$ cat config.mk
export PLATFORM = sky130hd
export DESIGN_NAME = kaau_ram
export DESIGN_NICKNAME = d
export VERILOG_FILES = /design/src/kaau_ram.sv
export SDC_FILE = /design/constraint.sdc
export NUM_CORES = 1
export LEC_CHECK = 0
export ABC_AREA = 1
export BUFFER_PORTS_ARGS = -buffer_cell sky130_fd_sc_hd__buf_2
export CORE_ASPECT_RATIO = 0.5
export CORE_UTILIZATION = 46
export CTS_CLUSTER_SIZE = 40
export DETAILED_ROUTE_END_ITERATION = 8
export GPL_TIMING_DRIVEN = 0
export PLACE_DENSITY = 0.7
export SETUP_SLACK_MARGIN = 0.4
export SYNTH_ARGS = -nofsm -noshare
export SYNTH_HDL_FRONTEND = slang
export SYNTH_SLANG_ARGS = --single-unit
$ cat constraint.sdc
create_clock -name clk_i -period 1.7 [get_ports clk_i]
set_input_delay 0.34 -clock clk_i [delete_from_list [all_inputs] [get_ports clk_i]]
set_output_delay 0.34 -clock clk_i [all_outputs]
set_load 0.005 [all_outputs]
$ cat src/kaau_ram.sv
`timescale 1ns / 1ps
`default_nettype none
// ----------------------------------------------------------------------------
// kaau_ram
// Generic single write port, single read port RAM with registered read.
// ----------------------------------------------------------------------------
module kaau_ram #(
  parameter int unsigned WIDTH = 8,
  parameter int unsigned DEPTH = 16
) (
  input  wire logic                     clk_i,
  input  wire logic                     we_i,
  input  wire logic [$clog2(DEPTH)-1:0] waddr_i,
  input  wire logic [WIDTH-1:0]         wdata_i,
  input  wire logic [$clog2(DEPTH)-1:0] raddr_i,
  output logic      [WIDTH-1:0]         rdata_o
);

  logic [WIDTH-1:0] mem_q [DEPTH];

  always_ff @(posedge clk_i) begin
    if (we_i) begin
      mem_q[waddr_i] <= wdata_i;
    end
    rdata_o <= mem_q[raddr_i];
  end

endmodule
`default_nettype wire

# Yosys cells after proc, flatten, opt, wreduce, memory -nomap -nowiden
# Memories as Yosys holds them, arrays and structs flattened. A register that Yosys moved wholly into a read port is not among the register bits.
# Index checks and enable logic that the tools add are counted.
# W data, S select, Z words.
[word_totals]
register_bits = 0
ram_bits = 128
in_bits = 18
memories = 1
[classes]
n_mux = 2
[mem_list]
columns = ["memory", "depth", "width", "read_ports", "rd_ports_with_merged_regs", "write_ports", "line", "rtl"]
rows = [
  ["mem_q", 16, 8, 1, 1, 1, "19", "logic [WIDTH-1:0] mem_q [DEPTH];"],
]
[ops]
columns = ["cell", "count"]
rows = [
  ["$mux W1", 2],
]

# Depth between registers and ports, before layout
[depth]
word_depth = 2
depth_mapped = 8

# Worst setup path after synthesis
# OpenSTA, ideal clock, no wires.
[synth_path]
kind = "input to register"
start = "input port waddr_i[2]"
end = "memory mem_q[10][0], enable pin"
setup_ps = 370
t_arrival_ps = 921
required_time_ps = 1330
setup_slack_ps = 409
cell_stages = 2
path_buffers = 0
cell_sequence = "nand3b_1 > nor2_1"
[synth_rtl]
columns = ["element", "line", "rtl"]
rows = [
  ["start, declared", "13", "input wire logic [$clog2(DEPTH)-1:0] waddr_i,"],
  ["end, declared", "19", ""],
]
# No word-level cell before the write port.

# Worst setup path after layout
[layout_path]
start = "input port waddr_i[2]"
end = "memory mem_q[11][7], enable pin"
# No word-level cell before the write port.

==> flow_metrics.py <==
metrics = {
    "run_status": {
        "status": "complete, no violations",
    },
    "worst_setup_path": {
        "cp.depth": 3,
        "r2r_cells": 6,
        "timing.rr.start": "mem_q[6][1]",
        "path_buf_inv": 1,
        "rr_endpoint": "rdata_o[1]",
        "r2r_slack_ns": 0.59,
        "startpoint_type": "input pin",
        "crit_required_ns": 1.74,
        "slowest_delay_ns": 0.64,
        "path_class": "input pin to register",
        "crit_arrival_ns": 1.39,
        "crit_chain": "buf_2 -> nand3b_1 -> nor2_1",
        "crit_slowest_cell": "nor2_1",
        "crit_path_end_kind": "register",
        "worstSetupEndpoint": "mem_q[11][7]",
        "crit_family": "simple AND/OR/NAND/NOR gates",
        "cp_max_fo": 8,
        "cp-startpoint": "waddr_i[2]",
    },
    "timing": {
        "worst_slack_ns": 0.358,
        "fmax_mhz": 745,
        "rsz0062_at_grt": "yes",
        "whs_ns": 0.330,
        "final_hold_viol_count": 0,
        "worstMarginPinSlew_ns": 0.745,
        "fin_crit_ns": 1.34,
        "finalClockSkew_ns": 0.00790,
        "slew_violations": 0,
        "finalCritPeriodShare_pct": 79.0,
        "setup_viol": 0,
        "slew_headroom_pct": 50.1,
    },
    "clock_tree": {
        "cts_buffers": 17,
        "clkTransAtPathRegs_ns": 0.06,
        "cts_htree_levels": 4,
        "hold_buffers": 0,
        "post-cts-setup-buffers": 0,
        "cts_tree": "built",
        "clock_latency_ns": 0.42,
        "cts_buffer_depth": 2,
        "clockRootBuffer": "clkbuf_16",
        "clkSinkCount": 136,
    },
    "global_route": {
        "first_global_vias": 3927,
        "grt_max_degree": 17,
        "met3_usage_pct": 5.98,
        "grt_pass1_wl_mm": 21.5,
        "antenna_found_initial": 0,
        "met2_usage_pct": 40.4,
        "grt_overflow": 0,
        "busiest_layer": "met2",
        "grt_use_total_pct": 23.6,
        "grt.met1_usage_pct": 28.2,
    },
    "cells_and_area": {
        "layout.nets": 610,
        "drive_gt1_share_pct": 13.7,
        "fill_cells": 949,
        "diodes": 0,
        "syn_to_final_growth_pct": 16.3,
    },
    "route": {
        "route.detailed.drc": 0,
        "first_pass_iters": 8,
        "totalWireLength_mm": 14.3,
        "ant_nets": 0,
        "vias": 4123,
        "avgViaCountPerCell": 5.35,
        "first_iter_violations": 495,
        "wl_per_cell_um": 18.6,
    },
    "synth": {
        "ys_seq_area_share_pct": 69.4,
        "synth_cell_types": 12,
        "synthesis.area_um2": 5770,
        "synth_seq_cells": 136,
        "synth_nets": 569,
        "netlist_instances": 551,
        "avgSynthCellArea_um2": 10.5,
        "ys_warn_count": 0,
    },
    "place": {
        "dp_slack_ns": -0.0522,
        "hpwlAfterDp_mm": 9.14,
        "place_congestion": 0.913,
        "portBuffers": 22,
    },
    "floorplanning": {
        "die_area_um2": 13000,
        "core_um2": 12000,
        "fp.dieW_um": 160,
        "row_count": 28,
        "pin_count": 26,
        "start_util_pct": 48.0,
        "die_height_um": 81.2,
    },
    "flow_run": {
        "max-cap-violations": 0,
    },
    "worst_hold_path": {
        "hold_class": "input pin to register",
        "min_from": "wdata_i[6]",
    },
    "power_and_ir_drop": {
        "power_density_nw_per_um2": 1200,
        "p_leak_nw": 2.90,
        "ir_worst_vdd_mv": 0.756,
        "total_power_mw": 8.02,
    },
}
-- cell families (layout without fill, tap and decap cells) --
logic type,count (synthesis),count (layout),share of synthesized area (%)
AND/OR/NAND/NOR,289,289,21.0
flip-flops,136,136,69.4
buffers and inverters,126,180,9.52
-- how the worst min path moves through the flow --
stage | endpoint | cells past startpoint
after floorplan | mem_q[0][0] | 0
after global placement | rdata_o[5] | 6
after detailed placement | rdata_o[5] | 6
after CTS | mem_q[15][6] | 1
after global routing | mem_q[15][6] | 1
final | mem_q[1][6] | 1
-- cell type report --
class | instances | area [µm²] | area share (%)
buffer | 24 | 166 | 2.48
clock buffer | 21 | 440 | 6.57
clock inverter | 11 | 154 | 2.30
inverter | 102 | 383 | 5.71
multi-input combinational | 289 | 1240 | 18.5
sequential | 136 | 4000 | 59.7
tap | 165 | 206 | 3.08
timing repair buffer | 22 | 110 | 1.64
-- flip-flops by register name, summed over array words and instances (netlist names) --
register  count
rdata_o       8
mem_q       128
-- synthesized netlist by cell type --
cell type / count / share of area [%]
nand2_1: 173 / 11
edfxtp_1: 128 / 67
inv_1: 100 / 6.5
nand3_1: 97 / 8.4
nor2_1: 17 / 1.1
buf_2: 13 / 1.1
dfxtp_1: 8 / 2.8
buf_6: 6 / 1.2
buf_4: 4 / 0.52
inv_2: 2 / 0.13
nand3b_1: 2 / 0.26
buf_1: 1 / 0.065
-- cell usage in the layout, fill, tap and decap left out --
cell	count
nand3b_1	2
buf_4	4
inv_2	2
dfxtp_1	8
nand3_1	97
buf_1	1
bufinv_16	4
buf_2	35
nor2_1	6
nand2_1	173
edfxtp_1	128
buf_6	6
clkinv_2	3
clkinv_1	3
clkbuf_16	17
clkbuf_1	4
inv_1	100
clkinvlp_4	1
nor2_2	11
-- layer usage --
layer / wire [µm] / share of wire [%]
met3: 1330 / 9.3
met4: 467 / 3.3
met5: 0 / 0
met2: 6880 / 48
met1: 5630 / 39
-- what timing repair did --
item | CTS | global route
gates resized for setup | 2 | 9
endpoints found under the setup margin | 26 | 87
endpoints found under the hold margin | 0 | 0
pin swaps | 0 | 0
-- power breakdown --
part	leakage (nW)	switching (mW)	total (mW)	internal (mW)
Combinational	1.38	0.361	0.505	0.144
Clock	0.287	1.32	3.75	2.43
Sequential	1.22	0.0181	3.77	3.75
Total	2.90	1.70	8.02	6.32
-- through the flow --
| step | cell area [µm²] | std cells | utilization, % | setup TNS (ns) |
|---|---|---|---|---|
| final | 6710 | 770 | 55.8 | 0 |
| after global routing | 6710 | 770 | 55.8 | 0 |
| after CTS | 6680 | 770 | 55.6 | 0 |
| after detailed placement | 6080 | 738 | 50.6 | -1.74 |
| after global placement | 6080 | 738 | 50.6 | -0.632 |
| after floorplan | 5770 | 551 | - | 0 |
No activity file was read; power rests on OpenSTA's default activity.
