==> src/kaau_pkg.sv <==
`timescale 1ns / 1ps
`default_nettype none
// ----------------------------------------------------------------------------
// kaau_pkg
// Shared types and constants of the k-means assign and update unit.
// ----------------------------------------------------------------------------
package kaau_pkg;

  localparam int unsigned FEAT_W    = 16;
  localparam int unsigned NUM_FEAT  = 8;
  localparam int unsigned NF_W      = 4;
  localparam int unsigned NC_CFG_W  = 5;
  localparam int unsigned CL_OUT_W  = 4;
  localparam int unsigned SQ_W      = 2 * (FEAT_W + 1);
  localparam int unsigned DIST_W    = SQ_W + $clog2(NUM_FEAT);

  typedef logic signed [FEAT_W-1:0] feat_t;
  typedef logic [NUM_FEAT-1:0][FEAT_W-1:0] fvec_t;

  typedef enum logic [1:0] {
    MODE_WRITE    = 2'd0,
    MODE_ASSIGN   = 2'd1,
    MODE_CLASSIFY = 2'd2,
    MODE_UPDATE   = 2'd3
  } mode_e;

  localparam logic CFG_CLUSTERS = 1'b0;
  localparam logic CFG_FEATURES = 1'b1;

  typedef struct packed {
    logic load;
    logic step;
  } div_ctrl_t;

endpackage
`default_nettype wire

==> src/kaau_div_lane.sv <==
`timescale 1ns / 1ps
`default_nettype none
// ----------------------------------------------------------------------------
// kaau_div_lane
// One feature lane of the update: restoring division of a signed sum by the
// member count, one quotient bit per cycle, truncating toward zero.
// ----------------------------------------------------------------------------
module kaau_div_lane
  import kaau_pkg::*;
#(
  parameter int unsigned SUM_W   = 40,
  parameter int unsigned COUNT_W = 24
) (
  input  wire logic               clk_i,
  input  wire div_ctrl_t          ctrl_i,
  input  wire logic [SUM_W-1:0]   sum_i,
  input  wire logic [COUNT_W-1:0] count_i,
  output logic      [FEAT_W-1:0]  quo_o
);

  logic [SUM_W-1:0]   quo_q;
  logic [COUNT_W-1:0] rem_q;
  logic [COUNT_W-1:0] den_q;
  logic               neg_q;
  logic [COUNT_W:0]   trial;
  logic               fits;
  logic [FEAT_W-1:0]  low;

  assign trial = {rem_q, quo_q[SUM_W-1]};
  assign fits  = trial >= {1'b0, den_q};
  assign low   = quo_q[FEAT_W-1:0];
  assign quo_o = neg_q ? (~low + 1'b1) : low;

  always_ff @(posedge clk_i) begin
    if (ctrl_i.load) begin
      quo_q <= sum_i[SUM_W-1] ? (~sum_i + 1'b1) : sum_i;
      rem_q <= '0;
      den_q <= count_i;
      neg_q <= sum_i[SUM_W-1];
    end else if (ctrl_i.step) begin
      if (fits) begin
        rem_q <= COUNT_W'(trial - {1'b0, den_q});
        quo_q <= {quo_q[SUM_W-2:0], 1'b1};
      end else begin
        rem_q <= trial[COUNT_W-1:0];
        quo_q <= {quo_q[SUM_W-2:0], 1'b0};
      end
    end
  end

endmodule
`default_nettype wire

==> config.mk <==
export PLATFORM = sky130hd
export DESIGN_NAME = kaau_div_lane
export DESIGN_NICKNAME = d
export VERILOG_FILES = /design/src/kaau_pkg.sv /design/src/kaau_div_lane.sv
export SDC_FILE = /design/constraint.sdc
export NUM_CORES = 1
export LEC_CHECK = 0
export ABC_CLOCK_PERIOD_IN_PS = 3100
export BUFFER_PORTS_ARGS = -buffer_cell sky130_fd_sc_hd__buf_4
export CAP_MARGIN = 20
export CORE_MARGIN = 2
export CORE_UTILIZATION = 45
export CTS_BUF_LIST = sky130_fd_sc_hd__clkbuf_16
export DETAILED_ROUTE_END_ITERATION = 8
export HOLD_SLACK_MARGIN = 0.08
export PLACE_DENSITY = 0.69
export SLEW_MARGIN = 15
export SYNTH_ARGS = -nofsm -noshare
export SYNTH_HDL_FRONTEND = slang
export SYNTH_SLANG_ARGS = --single-unit
==> constraint.sdc <==
create_clock -name clk_i -period 3.1 [get_ports clk_i]
set_input_delay 0.31 -clock clk_i [delete_from_list [all_inputs] [get_ports clk_i]]
set_output_delay 0.31 -clock clk_i [all_outputs]
set_load 0.01 [all_outputs]
Yosys cells after proc, flatten, opt, wreduce, memory -nomap -nowiden
Index checks and enable logic that the tools add are counted.
{"block": "word_totals", "register_bits": 89, "input_bits": 67, "output_inout_bits": 16, "elab_cells": 17}
{"block": "classes", "addsub": 3, "magnitude_cmp": 1, "mux": 6, "bitwise": 2, "n_reduce_logical": 1}
{"cell": "$mux W40", "count": 3}
{"cell": "$add A40 B1 Y40 const B", "count": 1}
{"cell": "$not A40 Y40", "count": 1}
{"cell": "$ge A25 B24 Y1", "count": 1}
{"cell": "$mux W24", "count": 1}
{"cell": "$sub A24 B24 Y24", "count": 1}
{"cell": "$add A16 B1 Y16 const B", "count": 1}
{"cell": "$mux W16", "count": 1}
{"cell": "$not A16 Y16", "count": 1}
{"cell": "$reduce_bool A2 Y1", "count": 1}
{"cell": "$mux W1", "count": 1}

Logic depth before layout (Yosys ltp)
Gate-level depths: netlist of run 1.
{"block": "logic_depth", "ltp_word": 4, "depth_mapped": 12, "depth_no_buf": 11}

Least setup slack after synthesis of run 1
Ideal clock, no wire load.
{"block": "synth_path", "kind": "reg-to-output", "startpoint": "register quo_q[2]", "endpoint": "output quo_o[15]", "arrival_time_ns": 2.111, "required_time_ns": 2.790, "path_slack_ns": 0.679, "path_stages_with_launch": 6, "path_cell_list": "edfxtp_1 > or3_1 > or3b_1 > or4_1 > o31ai_1 > xnor2_1"}
{"block": "synth_via", "elab_chain_len": 3}
{"item": "start, declared", "line_no": "kaau_div_lane.sv:21", "text": "logic [SUM_W-1:0] quo_q;"}
{"item": "start signal, assigned", "line_no": "kaau_div_lane.sv:36", "text": "quo_q <= sum_i[SUM_W-1] ? (~sum_i + 1'b1) : sum_i;"}
{"item": "start signal, assigned", "line_no": "kaau_div_lane.sv:43", "text": "quo_q <= {quo_q[SUM_W-2:0], 1'b1};"}
{"item": "start signal, assigned", "line_no": "kaau_div_lane.sv:46", "text": "quo_q <= {quo_q[SUM_W-2:0], 1'b0};"}
{"item": "$not A16 Y16", "line_no": "kaau_div_lane.sv:32", "text": "assign quo_o = neg_q ? (~low + 1'b1) : low;"}
{"item": "$add A16 B1 Y16", "line_no": "kaau_div_lane.sv:32"}
{"item": "$mux W16", "line_no": "kaau_div_lane.sv:32"}
{"item": "end, declared", "line_no": "kaau_div_lane.sv:18", "text": "output logic [FEAT_W-1:0] quo_o"}
Every way passes these cells.

Final worst setup path of run 1
{"block": "layout_path", "startpoint": "register quo_q[2]", "endpoint": "output quo_o[13]"}
The elaborated chain is that of the path after synthesis.

==> results of run 1 <==
-- registers in the layout, indices dropped and copies added (netlist names) --
register  count
rem_q        24
neg_q         1
quo_q        40
den_q        24
-- metrics by stage --
stage	hold WS (ns)	total power, mW
finish	0.137	3.17
global route	0.131	3.33
CTS	0.128	3.19
detailed placement	0.456	2.23
global placement	0.439	2.21
floorplan	0.409	1.96
-- critical path, cell delays in order, from the launching register on --
cell and delay [ns]:
edfxtp_1 0.45, or3_1 0.44, or3b_1 0.43, or4_4 0.46
o41ai_2 0.25, xnor2_1 0.16, buf_4 0.15
-- area by class of cell --
cell class / instances / area (um^2) / share of cell area [%]
Tap cell: 172 / 215 / 3.15
Multi-Input combinational cell: 478 / 3130 / 45.8
Timing Repair Buffer: 90 / 676 / 9.88
Clock buffer: 9 / 225 / 3.29
Sequential cell: 89 / 2430 / 35.6
Inverter: 37 / 139 / 2.03
Clock inverter: 6 / 22.5 / 0.329
-- how the worst min path moves through the flow --
stage | startpoint | endpoint | slack, ns | depth (start not counted)
2_1_floorplan | count_i[0] | den_q[0]$_DFFE_PP_ | 0.41 | 0
3_3_place_gp | rem_q[23]$_SDFFE_PP0P_ | rem_q[23]$_SDFFE_PP0P_ | 0.44 | 2
3_5_place_dp | rem_q[23]$_SDFFE_PP0P_ | rem_q[23]$_SDFFE_PP0P_ | 0.46 | 2
4_1_cts | count_i[13] | den_q[13]$_DFFE_PP_ | 0.13 | 1
5_1_grt | count_i[9] | den_q[9]$_DFFE_PP_ | 0.13 | 1
6_report | count_i[23] | den_q[23]$_DFFE_PP_ | 0.14 | 1
-- cell families after synthesis --
group | count (synthesis) | synth area share [%]
fa+ha+maj | 27 | 5.95
simple gates | 203 | 16.7
flops | 89 | 41.9
compound gates | 170 | 19.2
mux | 7 | 1.21
buf+inv | 63 | 4.35
xor+xnor | 71 | 10.7
-- routing by layer --
layer | vias up | routed length [um] | part of all wire (%) | global-route usage, %
met5 | - | 0 | 0 | 0
met3 | 16 | 433 | 3.3 | 3.29
met4 | 0 | 260 | 2.0 | 8.21
met1 | 2300 | 6270 | 48 | 26.1
li1 | 2427 | - | - | -
met2 | 85 | 6180 | 47 | 31.8
-- layout by cell type, fill, tap and decap left out, drive strengths merged, types with 6 or more instances in the layout --
cell type / n
a21oi: 63
a311oi: 14
buf: 90
clkbuf: 9
dfxtp: 24
edfxtp: 65
ha: 26
inv: 42
mux2i: 7
nand2: 69
nand2b: 11
nand4: 8
nor2: 69
nor3: 10
o211ai: 6
o21ai: 38
o31ai: 19
o41ai: 7
or3: 8
or4: 8
xnor2: 31
xor2: 40
-- power by group through the flow --
stage | registers (mW) | clock network (mW) | logic [mW]
2_1_floorplan | 1.48 | 0 | 0.484
3_3_place_gp | 1.49 | 0 | 0.722
3_5_place_dp | 1.50 | 0 | 0.736
4_1_cts | 1.47 | 0.972 | 0.741
5_1_grt | 1.49 | 1.02 | 0.824
6_report | 1.47 | 0.952 | 0.738
-- timing repair --
item,in CTS,in global routing
hold buffers,0,0
resized for setup,0,2
endpoints found under the setup margin,0,1
==> impl_metrics.yaml, run 1 <==
status:
  status: "completed"
finish:
  final_area_um2: 6840
  drive_above_1_share_pct: 16.6
  antenna_cells: 0
  final_nets: 799
  fillers: 1185
  area_growth_pct: 17.8
  final_util_pct: 54.2
  final_cells: 881
detailed_routing:
  drt_wl_total_um: 13100
  vias_per_cell: 5.48
  drt_pass1_iterations: 5
  wl_per_cell_um: 14.9
  drt_iter0_markers: 244
  via_count: 4828
  drtAntennaViolNets: 0
  drc_errors: 0
timing:
  final_max_slew_viol_count: 0
  layout_min_cycle_time_ns: 2.99
  fin_crit_sh_pct: 96.5
  max_freq_mhz: 334
  worst_pin_slew_ns: 0.861
  hold_viol_final: 0
  grt_setup_unrepaired: "no"
  setup_viol: 0
  slew_headroom_pct: 42.6
  tns_ns: 0
  setup_slack_ns: 0.108
  finClkSkew_ns: 0.00747
worst_setup_path:
  r2r_cells: 11
  worstReg2RegEnd: "rem_q[22]$_SDFFE_PP0P_"
  endpoint_kind: "output port"
  path_class: "flip-flop to output port"
  r2r_setup_slack_ns: 0.45
  timing.rr.start: "quo_q[39]$_DFFE_PP_"
  arrival_ns: 2.68
  crit_path_end: "quo_o[13]"
  worstPathRequired_ns: 2.79
  worstPathMaxFanout: 4
  startpoint_type: "flip-flop"
  startpoint: "quo_q[2]$_DFFE_PP_"
die:
  placement_rows: 41
  die_h_um: 118
  ioPinCount: 83
  die_w_um: 118
  die_area_um2: 13800
  start_util_pct: 46.0
  core_um2: 12600
logic_synthesis:
  synth_nets: 724
  ys.flop_type: "edfxtp_1"
  synthMostInstantiatedCell: "nand2_1"
  syn_area_per_cell_um2: 9.22
  synth_edf_count: 65
  ys_top_cells_by_count: "nand2_1, nor2_1, edfxtp_1"
  async_flop_share_pct: 0
  synth_cell_type_count: 60
  ys_warn_count: 0
  ys_top_cells_by_area: "edfxtp_1, dfxtp_1, xor2_1, ha_1, a21oi_1"
  synth_top_area_cell: "edfxtp_1"
  seq_area_frac_synth_pct: 41.9
  syn-cell-area_um2: 5810
  ys_ff_latch: 89
  synth_top_area_share_pct: 33.6
  synth_cells: 630
power:
  p_int_mw: 2.27
  clockPowerShare_pct: 30.1
  p_per_area_nw_per_um2: 463
  power_switching_mw: 0.900
  seqPwrFrac_pct: 46.6
  sw_frac_of_total_pct: 28.4
  peakVddDrop_mv: 0.262
  pwr-share-comb_pct: 23.3
  p_leak_nw: 2.68
cts:
  ctsHtreeMaxLevel: 3
  post_cts_buffers: 0
  cts_buffers: 9
  clockBufferDepth: 2
  root_buffer: "clkbuf_16"
  clock_latency_ns: 0.35
  clk_pin_slew_ns: 0.06
  cts_tree: "built"
  cts.sinks: 89
flow_run:
  drv_cap: 0
placement:
  dpl.hpwl_um: 9620
  postPlaceCellArea_um2: 6580
  place_congestion: 0.917
  port_buffers: 82
  place_ws_ns: 0.411
  dpl.cell_count: 866
hold_path:
  hp-class: "input port to flip-flop"
grt:
  antenna_found_initial: 0
  grt_pass1_wl_um: 22400
  grt_pass1_vias: 4686
  grtUsageTotal_pct: 19.6
  overflow: 0
  grt_max_degree: 92
No activity file was read; power rests on OpenSTA's default activity.
==> inputs of run 2 (changes only) <==
Settings changed: CTS_BUF_LIST sky130_fd_sc_hd__clkbuf_16 to default, CTS_CLUSTER_SIZE from default to 40, SLEW_MARGIN 15 to 20.
==> run 2 against run 1 <==
Clock power increased by 1%. Clock-buffer cell count rose by 5. Die area unchanged. Sequential share of layout area unchanged. Combinational power about the same. Sequential cell count did not move. Clock skew is 0.00062 ns higher. Critical endpoint unchanged. Largest cell class unchanged. Largest power group unchanged.
==> impl_metrics.yaml, run 2 (synthesis gave the netlist of run 1 again) <==
status:
  status: "completed"
cts:
  clk_pin_slew_ns: 0.06
  cts.sinks: 89
  cts_tree: "built"
  root_buffer: "clkbuf_16"
  clockBufferDepth: 2
  clock_latency_ns: 0.35
  cts_buffers: 9
  post_cts_buffers: 0
  ctsHtreeMaxLevel: 3
detailed_routing:
  vias_per_cell: 5.50
  drtAntennaViolNets: 0
  wl_per_cell_um: 15.0
  drt_iter0_markers: 225
  drc_errors: 0
  drt_wl_total_um: 13200
  via_count: 4845
  drt_pass1_iterations: 5
grt:
  grt_pass1_vias: 4689
  antenna_found_initial: 0
  grt_pass1_wl_um: 22400
  grtUsageTotal_pct: 19.6
  grt_max_degree: 92
  overflow: 0
timing:
  tns_ns: 0
  slew_headroom_pct: 41.0
  layout_min_cycle_time_ns: 2.99
  setup_viol: 0
  hold_viol_final: 0
  worst_pin_slew_ns: 0.885
  final_max_slew_viol_count: 0
  finClkSkew_ns: 0.00809
  grt_setup_unrepaired: "no"
  max_freq_mhz: 335
  fin_crit_sh_pct: 96.3
worst_setup_path:
  worstReg2RegEnd: "rem_q[22]$_SDFFE_PP0P_"
  startpoint_type: "flip-flop"
  worstPathMaxFanout: 4
  path_class: "flip-flop to output port"
  endpoint_kind: "output port"
  arrival_ns: 2.68
  r2r_cells: 11
  r2r_setup_slack_ns: 0.45
  worstPathRequired_ns: 2.79
  timing.rr.start: "quo_q[39]$_DFFE_PP_"
finish:
  regMostFlops: "quo_q"
  final_nets: 799
  final_common_cell: "buf_4"
  area_growth_pct: 17.8
  drive_above_1_share_pct: 16.6
  top_regs: "quo_q: 40 flops, den_q: 24 flops, rem_q: 24 flops"
  largest_reg_flops: 40
  final_util_pct: 54.2
  layout_common_cells: "buf_4, nand2_1, nor2_1"
  antenna_cells: 0
hold_path:
  holdPathEnd: "den_q[23]$_DFFE_PP_"
  hold_depth: 1
  hp-class: "input port to flip-flop"
  min_from: "count_i[23]"
power:
  p_leak_nw: 2.66
  peakVddDrop_mv: 0.261
  p_per_area_nw_per_um2: 465
die:
  placement_rows: 41
  die_area_um2: 13800
  start_util_pct: 46.0
  ioPinCount: 83
  core_um2: 12600
  die_h_um: 118
  die_w_um: 118
placement:
  port_buffers: 82
  dpl.hpwl_um: 9620
  place_congestion: 0.917
flow_run:
  drv_cap: 0
-- run 2: worst max-delay path by stage --
stage | start | endpoint | slack [ns] | cells after the start
floorplan | quo_q[2]$_DFFE_PP_ | quo_o[15] | 0.68 | 5
global placement | sum_i[0] | quo_q[34]$_DFFE_PP_ | 0.45 | 11
detailed placement | sum_i[0] | quo_q[26]$_DFFE_PP_ | 0.41 | 10
CTS | quo_q[2]$_DFFE_PP_ | quo_o[15] | 0.04 | 6
global route | quo_q[2]$_DFFE_PP_ | quo_o[13] | 0.04 | 6
finish | quo_q[2]$_DFFE_PP_ | quo_o[13] | 0.11 | 6
-- run 2: area by class of cell --
type	instances	area (um^2)
repair buffers	90	676
multi-input cells	478	3130
clock inverters	1	3.75
fillers	1185	5780
flip-flops and latches	89	2430
well taps	172	215
inverters	37	139
clock buffers	14	244
-- run 2: stage by stage --
step	power [mW]	cells	hold WS (ns)	setup slack, ns	instance area, um^2
2_1_floorplan	1.96	630	0.409	0.679	5810
4_1_cts	3.20	881	0.129	0.0415	6830
3_3_place_gp	2.21	866	0.439	0.448	6580
6_report	3.18	881	0.138	0.115	6840
3_5_place_dp	2.23	866	0.456	0.411	6580
5_1_grt	3.35	881	0.132	0.0443	6840
-- run 2: metal layers --
layer  global-route usage [%]  routed length [um]  share of wire, %
met3                     3.29                 482               3.7
met1                     26.1                6210                47
met5                        0                   0                 0
met2                     31.8                6230                47
met4                     8.21                 262               2.0
-- run 2: worst max-delay path, stage by stage, from the launching register on --
cell	delay [ns]
edfxtp_1	0.45
or3_1	0.44
or3b_1	0.43
or4_4	0.46
o41ai_2	0.25
xnor2_1	0.16
buf_4	0.14
-- run 2: power by group --
part / leakage [nW] / internal [mW] / total, mW / switching [mW]
clock network: 0.118 / 0.538 / 0.965 / 0.427
logic: 1.71 / 0.339 / 0.739 / 0.399
registers: 0.839 / 1.40 / 1.47 / 0.0700
-- run 2: timing repair --
action                     in CTS  in global routing
gates resized for setup         0                  2
hold buffers                    0                  0
setup endpoints to repair       0                  1
