### config.mk
export PLATFORM = sky130hd
export DESIGN_NAME = kaau_dist_lane
export DESIGN_NICKNAME = d
export VERILOG_FILES = /design/src/kaau_pkg.sv /design/src/kaau_dist_lane.sv
export SDC_FILE = /design/constraint.sdc
export NUM_CORES = 1
export LEC_CHECK = 0
export BUFFER_PORTS_ARGS = -buffer_cell sky130_fd_sc_hd__buf_2
export CORE_MARGIN = 3
export CORE_UTILIZATION = 60
export DETAILED_ROUTE_END_ITERATION = 8
export PLACE_DENSITY = 0.79
export SLEW_MARGIN = 5
export SYNTH_ARGS = -nofsm -noshare
export SYNTH_HDL_FRONTEND = slang
export SYNTH_SLANG_ARGS = --single-unit
### constraint.sdc
create_clock -name clk_i -period 11.6 [get_ports clk_i]
set_clock_uncertainty 0.2 [all_clocks]
set_input_delay 1.74 -clock clk_i [delete_from_list [all_inputs] [get_ports clk_i]]
set_output_delay 1.74 -clock clk_i [all_outputs]
set_load 0.05 [all_outputs]
### src/kaau_pkg.sv
`timescale 1ns / 1ps
`default_nettype none
// ----------------------------------------------------------------------------
// kaau_pkg
// Shared types and constants of the k-means assign and update unit.
// ----------------------------------------------------------------------------
package kaau_pkg;

  localparam int unsigned FEAT_W    = 16;
  localparam int unsigned NUM_FEAT  = 8;
  localparam int unsigned NF_W      = 4;
  localparam int unsigned NC_CFG_W  = 5;
  localparam int unsigned CL_OUT_W  = 4;
  localparam int unsigned SQ_W      = 2 * (FEAT_W + 1);
  localparam int unsigned DIST_W    = SQ_W + $clog2(NUM_FEAT);

  typedef logic signed [FEAT_W-1:0] feat_t;
  typedef logic [NUM_FEAT-1:0][FEAT_W-1:0] fvec_t;

  typedef enum logic [1:0] {
    MODE_WRITE    = 2'd0,
    MODE_ASSIGN   = 2'd1,
    MODE_CLASSIFY = 2'd2,
    MODE_UPDATE   = 2'd3
  } mode_e;

  localparam logic CFG_CLUSTERS = 1'b0;
  localparam logic CFG_FEATURES = 1'b1;

  typedef struct packed {
    logic load;
    logic step;
  } div_ctrl_t;

endpackage
`default_nettype wire

### src/kaau_dist_lane.sv
`timescale 1ns / 1ps
`default_nettype none
// ----------------------------------------------------------------------------
// kaau_dist_lane
// One feature lane: squared difference of a centroid and a sample component.
// ----------------------------------------------------------------------------
module kaau_dist_lane
  import kaau_pkg::*;
(
  input  wire logic            clk_i,
  input  wire logic            en_i,
  input  wire logic [FEAT_W-1:0] cent_i,
  input  wire logic [FEAT_W-1:0] samp_i,
  output logic      [SQ_W-1:0] sq_o
);

  logic [FEAT_W:0] diff;
  logic [FEAT_W:0] mag;
  logic [SQ_W-1:0] mag_ext;

  assign diff    = {cent_i[FEAT_W-1], cent_i} - {samp_i[FEAT_W-1], samp_i};
  assign mag     = diff[FEAT_W] ? (~diff + 1'b1) : diff;
  assign mag_ext = SQ_W'(mag);

  always_ff @(posedge clk_i) begin
    if (en_i) begin
      sq_o <= mag_ext * mag_ext;
    end
  end

endmodule
`default_nettype wire

[Word-level counts from Yosys, hierarchy flattened]
Cells that the tools add are included.
Storage, ports and cells
  output and inout port bits: 34
  flip-flop bits (word level): 34
  memory bits (read-only): 0
  memory bits (writable): 0
  bits in latches: 0
  word-level logic and storage cells: 6
  memories kept: 0
Cells by class
  divide/modulo/power cells: 0
  magnitude comparators: 0
  reductions and logical operators: 0
  shifts and indexed selects: 0
  add/sub/neg operators: 2
  bitwise logic cells: 1
  equal/unequal tests: 0
  multipliers: 1
  mux-type cells: 1
Operators with widths (count)
  17-bit by 17-bit multiplier with 34-bit output: 1
  17-bit by 1-bit adder with 17-bit output (second input constant): 1
  17-bit two-way mux: 1
  17-bit NOT: 1
  16-bit by 16-bit subtractor with 17-bit output: 1

[Logic depth before layout (Yosys ltp)]
Gate-level depths: netlist of the first run.
  word-level depth: 5
  mapped depth: 36
  mapped depth without buffers: 35

[Least setup slack after synthesis of the first run]
Ideal clock, no wire load.
  path kind: input port to flip-flop
  start: in cent_i[0]
  end: reg sq_o[32], data pin
  slack: 1261 ps
  path buffers: 1
  stages: 32
  data required time: 11130 ps
  data arrival time: 9869 ps
  path through: inv_1 ha_1 fa_1 nor2b_1 o21ai_2 xnor2_1 or4b_4 a211oi_4 nand3_1 o31ai_1 xnor2_1 inv_2 buf_2 nand2_1 fa_1 fa_1 inv_1 fa_1 fa_1 fa_1 inv_1 fa_1 inv_1 ha_1 a211oi_1 or3b_2 o221ai_1 a21oi_1 nand2_1 o211ai_1 nand4_1 or3b_2
Between the ends
  cells in the longest elaborated chain, start to end: 5
Ends and longest elaborated chain
  start, declared: RTL line kaau_dist_lane.sv:12  | input wire logic [FEAT_W-1:0] cent_i,
  16-bit by 16-bit subtractor with 17-bit output (*): RTL line kaau_dist_lane.sv:21  | assign diff = {cent_i[FEAT_W-1], cent_i} - {samp_i[FEAT_W-1], samp_i};
  17-bit NOT: RTL line kaau_dist_lane.sv:22  | assign mag = diff[FEAT_W] ? (~diff + 1'b1) : diff;
  17-bit by 1-bit adder with 17-bit output: RTL line kaau_dist_lane.sv:22
  17-bit two-way mux (*): RTL line kaau_dist_lane.sv:22
  17-bit by 17-bit multiplier with 34-bit output (*): RTL line kaau_dist_lane.sv:27  | sq_o <= mag_ext * mag_ext;
  end signal, assigned: RTL line kaau_dist_lane.sv:27
  end, declared: RTL line kaau_dist_lane.sv:14  | output logic [SQ_W-1:0] sq_o
Every way passes the cells marked *; elsewhere a longest branch is shown, timed or not.
A chain may end at the register's enable or synchronous reset.

[Worst setup path after layout of the first run]
Ends and elaborated chain as after synthesis.

==> flow_summary.json, run 1 <==
{
  "dp_hpwl_um": 19600,
  "grt_pass1_vias": 8579,
  "synth_warnings": 0,
  "rows": 47,
  "largest_reg_flops": 33,
  "cp.arrival_ps": 10870,
  "nNetsFinal": 1578,
  "slew_viol_final": 0,
  "die_h_um": 138,
  "grt_pass1_wl_um": 39100,
  "synthCells": 1158,
  "syn_area_um2": 10400,
  "synth-seq-cells": 33,
  "setup-tns-final_ps": 0,
  "cp-start-kind": "input pin",
  "num_vias": 8041,
  "cts_resized": 0,
  "ant_nets": 0,
  "start_util_pct": 62.2,
  "crit_start": "cent_i[0]",
  "io_buffers": 66,
  "antennaDiodeCount": 0,
  "grt_overflow_total": 0,
  "htree_levels": 2,
  "rsz0062_at_grt": "false",
  "fin_crit_ps": 11050,
  "slowest_delay_ps": 590,
  "place_congestion": 0.912,
  "wirelength_um": 23200,
  "crit_required_ps": 11430,
  "clkTransAtPathRegs_ps": 60,
  "synth_ff_type": "edfxtp_1",
  "core_um2": 16800,
  "drive_gt1_share_pct": 9.42,
  "reg_top3": "sq_o (33)",
  "pre_cts_slack_ps": 334,
  "cp-end-kind": "register",
  "die_w_um": 138,
  "cts_sinks": 33,
  "fin_crit_sh_pct": 95.2,
  "setup_violations": 0,
  "criticalPathCategory": "in -> reg",
  "cts_root_buf": "clkbuf_16",
  "max_slew_margin_pct": 49.4,
  "max_cap_violations": 0,
  "synth-edff-count": 33,
  "worstHoldPathType": "in -> reg",
  "max_freq_ghz": 0.0905,
  "cts_setup_buffers": 0,
  "seq_area_frac_synth_pct": 9.51,
  "cp_max_fo": 13,
  "synth_cell_types": 69,
  "worstHoldStart": "en_i",
  "grt_max_degree": 34,
  "tightest_slew_ps": 759,
  "drt_iter0_drc": 458,
  "report.final.hold_viol_count": 0,
  "cp_top_family": "adder cells",
  "synth-async-reset-ratio_pct": 0,
  "outcome": "finished, final reports clean",
  "route.detailed.drc": 0,
  "area_growth_pct": 7.58,
  "stdcell_count": 1452,
  "dpl.cell_count": 1444,
  "fin_util_pct": 66.9,
  "drt-wirelength-per-cell_um": 16.0,
  "grt_antenna_before_repair": 0,
  "setup_slack_ps": 552,
  "largest_register": "sq_o",
  "synth.avg_cell_area_um2": 9.00,
  "crit_buf_inv": 8,
  "hold_buffers": 0,
  "cts_tree": "done",
  "n_fill_cell": 1385,
  "via_per_inst": 5.54,
  "track_usage_pct": 26.2,
  "cts_buffers": 5,
  "ios": 68,
  "dr.pass1.iters": 5,
  "cts_max_path_buffers": 2,
  "cpMaxStageDelayCell": "or4b_4",
  "die_area_um2": 19000
}
## cells in the mapped netlist, drive strengths merged (2+ instances only)
cell type | instances | area share, %
a21o | 11 | 0.79
o21ai | 32 | 1.6
nor2b | 15 | 0.90
mux2 | 2 | 0.25
buf | 10 | 0.61
o22ai | 2 | 0.12
nor4 | 6 | 0.56
o2111ai | 2 | 0.17
clkinv | 5 | 0.18
and3 | 9 | 0.54
edfxtp | 33 | 9.5
clkbuf | 19 | 0.68
a21boi | 2 | 0.14
o21bai | 2 | 0.14
xor2 | 17 | 1.6
a211oi | 6 | 0.55
nand2 | 101 | 3.6
inv | 272 | 9.8
xnor2 | 35 | 2.9
a221oi | 2 | 0.23
o21a | 9 | 0.65
fa | 194 | 37
or2 | 7 | 0.42
a31oi | 3 | 0.18
ha | 119 | 14
o31a | 2 | 0.17
or3b | 3 | 0.25
and2 | 2 | 0.12
o221ai | 2 | 0.17
o211a | 2 | 0.19
conb | 2 | 0.072
nand3 | 16 | 0.82
o211ai | 9 | 0.65
a21oi | 43 | 2.1
nor3 | 17 | 0.82
nand4 | 2 | 0.12
nor2 | 100 | 3.6
nand2b | 14 | 0.84
o31ai | 6 | 0.48
or3 | 6 | 0.36
a2111oi | 3 | 0.25
## logic make-up after synthesis
family                   after synthesis  synth area share [%]
AO/OA/AOI/OAI                        146                  9.28
XOR/XNOR                              52                  4.52
adder cells (fa/ha/maj)              313                  51.6
buffers and inverters                306                  11.3
flip-flops                            33                  9.51
multiplexers                           3                 0.348
other                                  2                0.0721
AND/OR/NAND/NOR                      303                  13.4
## through the flow
| step | cell area (um^2) | hold WS (ps) |
|---|---|---|
| global route | 11200 | 1910 |
| detailed placement | 11100 | 2080 |
| CTS | 11200 | 1880 |
| finish | 11200 | 1880 |
| floorplan | 10500 | 1650 |
| global placement | 11100 | 2080 |
## layer usage
metal / part of all wire [%] / GRT usage (%) / up-vias / routed length (um)
met2: 53 / 49.0 / 312 / 12200
met4: 4.0 / 8.73 / 0 / 935
met3: 5.9 / 3.10 / 82 / 1370
li1: - / - / 3756 / -
met1: 38 / 31.2 / 3891 / 8710
met5: 0 / 0 / - / 0
## final cells by class
class | instances | area (um^2) | area share (%)
sequential | 33 | 991 | 8.84
clock buffer | 5 | 125 | 1.12
multi-input combinational | 830 | 8290 | 74.0
tap | 220 | 275 | 2.46
inverter | 277 | 1040 | 9.28
clock inverter | 3 | 17.5 | 0.156
timing repair buffer | 84 | 465 | 4.15
## path summary, 6_finish.rpt
path | endpoint | depth (start not counted) | slack, ps
min | sq_o[5] | 1 | 1880
max | sq_o[32] | 35 | 550
## cells in the final DEF (no fill, tap or decap), types with 11 or more instances in the layout
cell,instances
buf_4,18
xnor2_1,35
edfxtp_1,33
a21o_1,11
ha_1,119
xor2_1,15
nor3_1,17
nand3_1,15
fa_1,194
nor2_1,100
inv_1,270
nand2_1,101
nand2b_1,14
nor2b_1,15
buf_2,66
conb_1,13
o21ai_0,30
a21oi_1,43
Power of run 1 is not shown: default switching activity piles up to over one toggle a cycle in this logic, so the estimate is an artifact.
==> inputs of run 2 (changes only) <==
--- a/config.mk
+++ b/config.mk
@@ -6,10 +6,11 @@
 export NUM_CORES = 1
 export LEC_CHECK = 0
 export BUFFER_PORTS_ARGS = -buffer_cell sky130_fd_sc_hd__buf_2
+export CORE_ASPECT_RATIO = 2
 export CORE_MARGIN = 3
-export CORE_UTILIZATION = 60
+export CORE_UTILIZATION = 58
 export DETAILED_ROUTE_END_ITERATION = 8
-export PLACE_DENSITY = 0.79
+export PLACE_DENSITY = 0.8
 export SLEW_MARGIN = 5
 export SYNTH_ARGS = -nofsm -noshare
 export SYNTH_HDL_FRONTEND = slang
==> constraint.sdc (replaced) <==
create_clock -name clk_i -period 9.1 [get_ports clk_i]
set_clock_uncertainty 0.2 [all_clocks]
set_input_delay 1.365 -clock clk_i [delete_from_list [all_inputs] [get_ports clk_i]]
set_output_delay 1.365 -clock clk_i [all_outputs]
set_load 0.05 [all_outputs]
==> run 2 against run 1 <==
  * The run now ends with negative setup slack left
  * Flip-flop and latch count unchanged
  * Setup slack lost 900 ps
  * Final cell count up 16%
  * Utilization is 13 points higher
  * Critical path depth down 3
  * Cell area increased by 24%
  * Via count up 19%
  * Clock-buffer cell count is the same
  * Non-clock buffer count up 245
  * Critical path type unchanged
==> flow_summary.json, run 2 (synthesis gave the netlist of run 1 again) <==
{
  "crit_required_ps": 8970,
  "cp_top_family": "adder cells",
  "antennaDiodeCount": 0,
  "track_usage_pct": 33.5,
  "cp-start-kind": "input pin",
  "setup-tns-final_ps": -2490,
  "max_freq_ghz": 0.106,
  "path_common_cell": "fa_2",
  "grt_use_met3_pct": 5.22,
  "htree_levels": 2,
  "cts_root_buf": "clkbuf_16",
  "cts_max_path_buffers": 2,
  "wirelength_um": 32300,
  "hold_buffers": 0,
  "cp.arrival_ps": 9320,
  "area_growth_pct": 33.4,
  "cp_max_fo": 7,
  "fin_crit_sh_pct": 104,
  "ios": 68,
  "rows": 68,
  "grt_pass1_wl_um": 50800,
  "grt_use_met2_pct": 64.0,
  "violations": "negative setup slack",
  "fin_util_pct": 79.7,
  "mostFrequentLayoutCell": "inv_1",
  "core_um2": 17400,
  "die_h_um": 196,
  "ant_nets": 0,
  "clkTransAtPathRegs_ps": 70,
  "grt_pass1_vias": 10800,
  "gr-usage-met1_pct": 29.1,
  "criticalPathCategory": "in -> reg",
  "multi_input_comb_area_um2": 9020,
  "rsz0062_at_grt": "true",
  "dp_hpwl_um": 25400,
  "start_util_pct": 59.7,
  "via_per_inst": 5.69,
  "cts_tree": "done",
  "die_area_um2": 19700,
  "placed_cell_area_um2": 12800,
  "drt-wirelength-per-cell_um": 19.1,
  "io_buffers": 66,
  "nNetsFinal": 1823,
  "grt_max_degree": 34,
  "num_vias": 9593,
  "largest_reg_flops": 33,
  "reg_top3": "sq_o (33)",
  "postLayoutCellArea_um2": 13900,
  "fin_crit_ps": 9450,
  "place_congestion": 0.987,
  "drive_gt1_share_pct": 32.0,
  "slowest_delay_ps": 610,
  "largest_register": "sq_o",
  "crit_buf_inv": 6,
  "regArea_um2": 991,
  "die_w_um": 101,
  "max_slew_margin_pct": 39.7,
  "grt_overflow_total": 0,
  "max_cap_violations": 0,
  "route.detailed.drc": 0,
  "slew_viol_final": 0,
  "outcome": "complete, but fails checks",
  "drt_iter0_drc": 509,
  "dr.pass1.iters": 5,
  "final_cell_mix": "inv_1, buf_4, fa_1",
  "cpMaxStageDelayCell": "fa_2",
  "cp-end-kind": "register",
  "crit_start": "cent_i[0]",
  "n_fill_cell": 1040,
  "tightest_slew_ps": 904,
  "busiest_layer": "met2",
  "report.final.hold_viol_count": 0,
  "setup_violations": 12,
  "grt_antenna_before_repair": 0,
  "cts_sinks": 33,
  "setup_slack_ps": -349,
  "worstHoldStart": "en_i",
  "worstHoldPathType": "in -> reg",
  "cts_buffers": 5
}
-- run 2: changes by cell type in the layout (fill, tap and decap cells not counted), sizes merged --
cell,delta
buf,+245
bufinv,+1
clkinv,-3
clkinvlp,+1
inv,+1
-- run 2: repair_timing --
| item | 4_1_cts | 5_1_grt |
|---|---|---|
| endpoints found under the setup margin | 12 | 16 |
| pin swaps | 46 | 32 |
| gates cloned | 0 | 0 |
| resized for setup | 63 | 64 |
| buffers inserted | 35 | 10 |
-- run 2: worst paths after layout --
path | to | slack, ps | cells past startpoint
setup / recovery | sq_o[32] | -350 | 32
hold / removal | sq_o[25] | 1530 | 1
-- run 2: routing by layer --
layer	vias to the layer above	part of all wire, %
met5	-	0
met4	0	8.9
met3	212	4.1
met2	396	57
met1	4744	30
li1	4241	-
-- run 2: layout make-up --
class / count / share of cell area, %
tap: 210 / 1.89
timing repair buffer: 329 / 17.3
sequential: 33 / 7.13
clock buffer: 5 / 0.900
inverter: 277 / 7.60
clock inverter: 3 / 0.333
multi-input combinational: 830 / 64.9
-- run 2: through the flow --
stage	cells	hold slack, ps	setup WS, ps
final	1687	1530	-349
after global placement	1636	1700	-684
after CTS	1678	1520	-149
after detailed placement	1636	1710	-876
after floorplan	1169	1280	-236
after global routing	1687	1550	-515
Power of run 2 is left out for the same reason.
==> inputs of run 3 (changes only) <==
--- a/config.mk
+++ b/config.mk
@@ -8,9 +8,8 @@
 export BUFFER_PORTS_ARGS = -buffer_cell sky130_fd_sc_hd__buf_2
 export CORE_ASPECT_RATIO = 2
 export CORE_MARGIN = 3
-export CORE_UTILIZATION = 58
+export CORE_UTILIZATION = 25
 export DETAILED_ROUTE_END_ITERATION = 8
-export PLACE_DENSITY = 0.8
 export SLEW_MARGIN = 5
 export SYNTH_ARGS = -nofsm -noshare
 export SYNTH_HDL_FRONTEND = slang
==> run 3 against run 2 <==
  * Routed wire length up 1.1%
  * Final cell count rose by 21%
  * The flow still finishes with violations (negative setup slack)
  * Critical path depth increased by 4
  * Maximum frequency down 0.11%
  * Die area increased by 120%
  * Critical endpoint unchanged
  * Worst hold slack improved by 20 ps
==> flow_summary.json, run 3 (synthesis gave the netlist of run 1 again) <==
{
  "slowest_delay_ps": 550,
  "clkTransAtPathRegs_ps": 60,
  "wirelength_um": 32600,
  "cp-end-kind": "register",
  "largest_reg_flops": 33,
  "hold_end": "sq_o[23]",
  "cp_max_fo": 5,
  "start_util_pct": 25.3,
  "criticalPathCategory": "in -> reg",
  "cts_max_path_buffers": 2,
  "hold_depth": 1,
  "report.final.hold_viol_count": 0,
  "num_vias": 9070,
  "mostFrequentLayoutCell": "buf_4",
  "grt_pass1_vias": 10500,
  "crit_buf_inv": 10,
  "crit_required_ps": 8960,
  "track_usage_pct": 15.3,
  "drt_iter0_drc": 218,
  "grt_overflow_total": 0,
  "dp_hpwl_um": 27900,
  "worstHoldPathType": "in -> reg",
  "area_growth_pct": 40.7,
  "route.detailed.drc": 0,
  "rows": 105,
  "core_um2": 41100,
  "cts_sinks": 33,
  "die_h_um": 295,
  "setup-tns-final_ps": -1230,
  "n_fill_cell": 4211,
  "via_per_inst": 4.43,
  "tightest_slew_ps": 926,
  "place_congestion": 0.952,
  "rsz0062_at_grt": "true",
  "reg_top3": "sq_o (33)",
  "fin_crit_sh_pct": 104,
  "max_cap_violations": 0,
  "grt_max_degree": 34,
  "die_w_um": 150,
  "cp_top_family": "adder cells",
  "nNetsFinal": 1861,
  "drt-wirelength-per-cell_um": 15.9,
  "drive_gt1_share_pct": 35.4,
  "cts_root_buf": "clkbuf_16",
  "dr.pass1.iters": 4,
  "grt_pass1_wl_um": 52100,
  "dpl.cell_count": 1995,
  "stdcell_count": 2049,
  "hold_buffers": 0,
  "max_freq_ghz": 0.106,
  "setup_slack_ps": -360,
  "max_slew_margin_pct": 38.2,
  "slew_viol_final": 0,
  "cp.arrival_ps": 9320,
  "antennaDiodeCount": 0,
  "die_area_um2": 44300,
  "cts_buffers": 5,
  "htree_levels": 2,
  "ios": 68,
  "cts_tree": "done",
  "ant_nets": 0,
  "cp-start-kind": "input pin",
  "outcome": "complete, but fails checks",
  "largest_register": "sq_o",
  "worstHoldStart": "en_i",
  "path_common_cell": "fa_1",
  "fin_util_pct": 35.6,
  "final_cell_mix": "buf_4, inv_1, fa_1",
  "violations": "negative setup slack",
  "grt_antenna_before_repair": 0,
  "io_buffers": 66,
  "cpMaxStageDelayCell": "fa_1",
  "setup_violations": 11,
  "fin_crit_ps": 9460
}
run 3: how the worst max path moves through the flow:
stage                     startpoint        to  slack (ps)  cells after the start
after global placement     cent_i[0]  sq_o[32]        -830                     36
final                      cent_i[0]  sq_o[32]        -360                     36
after global routing       cent_i[0]  sq_o[32]        -560                     36
after detailed placement   cent_i[0]  sq_o[32]        -890                     36
after CTS                  cent_i[0]  sq_o[32]        -240                     37
after floorplan            cent_i[0]  sq_o[32]        -240                     32
run 3: metal layers:
| metal | global-route usage, % | part of all wire (%) | wire length [um] | vias to the layer above |
|---|---|---|---|---|
| li1 | - | - | - | 4317 |
| met1 | 12.7 | 30 | 9720 | 4488 |
| met2 | 32.2 | 62 | 20100 | 178 |
| met3 | 1.62 | 2.3 | 762 | 87 |
| met4 | 9.61 | 6.3 | 2070 | 0 |
| met5 | 0 | 0 | 0 | - |
run 3: cell type report:
| class | instances | area (um^2) | share of cell area (%) |
|---|---|---|---|
| multi-input cells | 830 | 9120 | 62.2 |
| repair buffers | 367 | 2690 | 18.4 |
| inverters | 277 | 1050 | 7.20 |
| flip-flops and latches | 33 | 991 | 6.76 |
| well taps | 535 | 669 | 4.57 |
| clock buffers | 6 | 129 | 0.879 |
| clock inverters | 1 | 3.75 | 0.0256 |
run 3: per-stage QoR:
step / instance area [um^2] / hold WS (ps) / setup WS (ps)
finish: 14700 / 1550 / -360
global route: 14700 / 1620 / -560
CTS: 14300 / 1610 / -239
detailed placement: 13500 / 1710 / -893
global placement: 13500 / 1710 / -830
floorplan: 10700 / 1280 / -236
run 3: repair_timing:
item                                    4_1_cts  5_1_grt
resized for setup                            94       70
cloned                                        0        1
endpoints found under the setup margin       14       19
pin swaps                                    63       44
buffers inserted                             35       13
Power of run 3 is left out for the same reason.
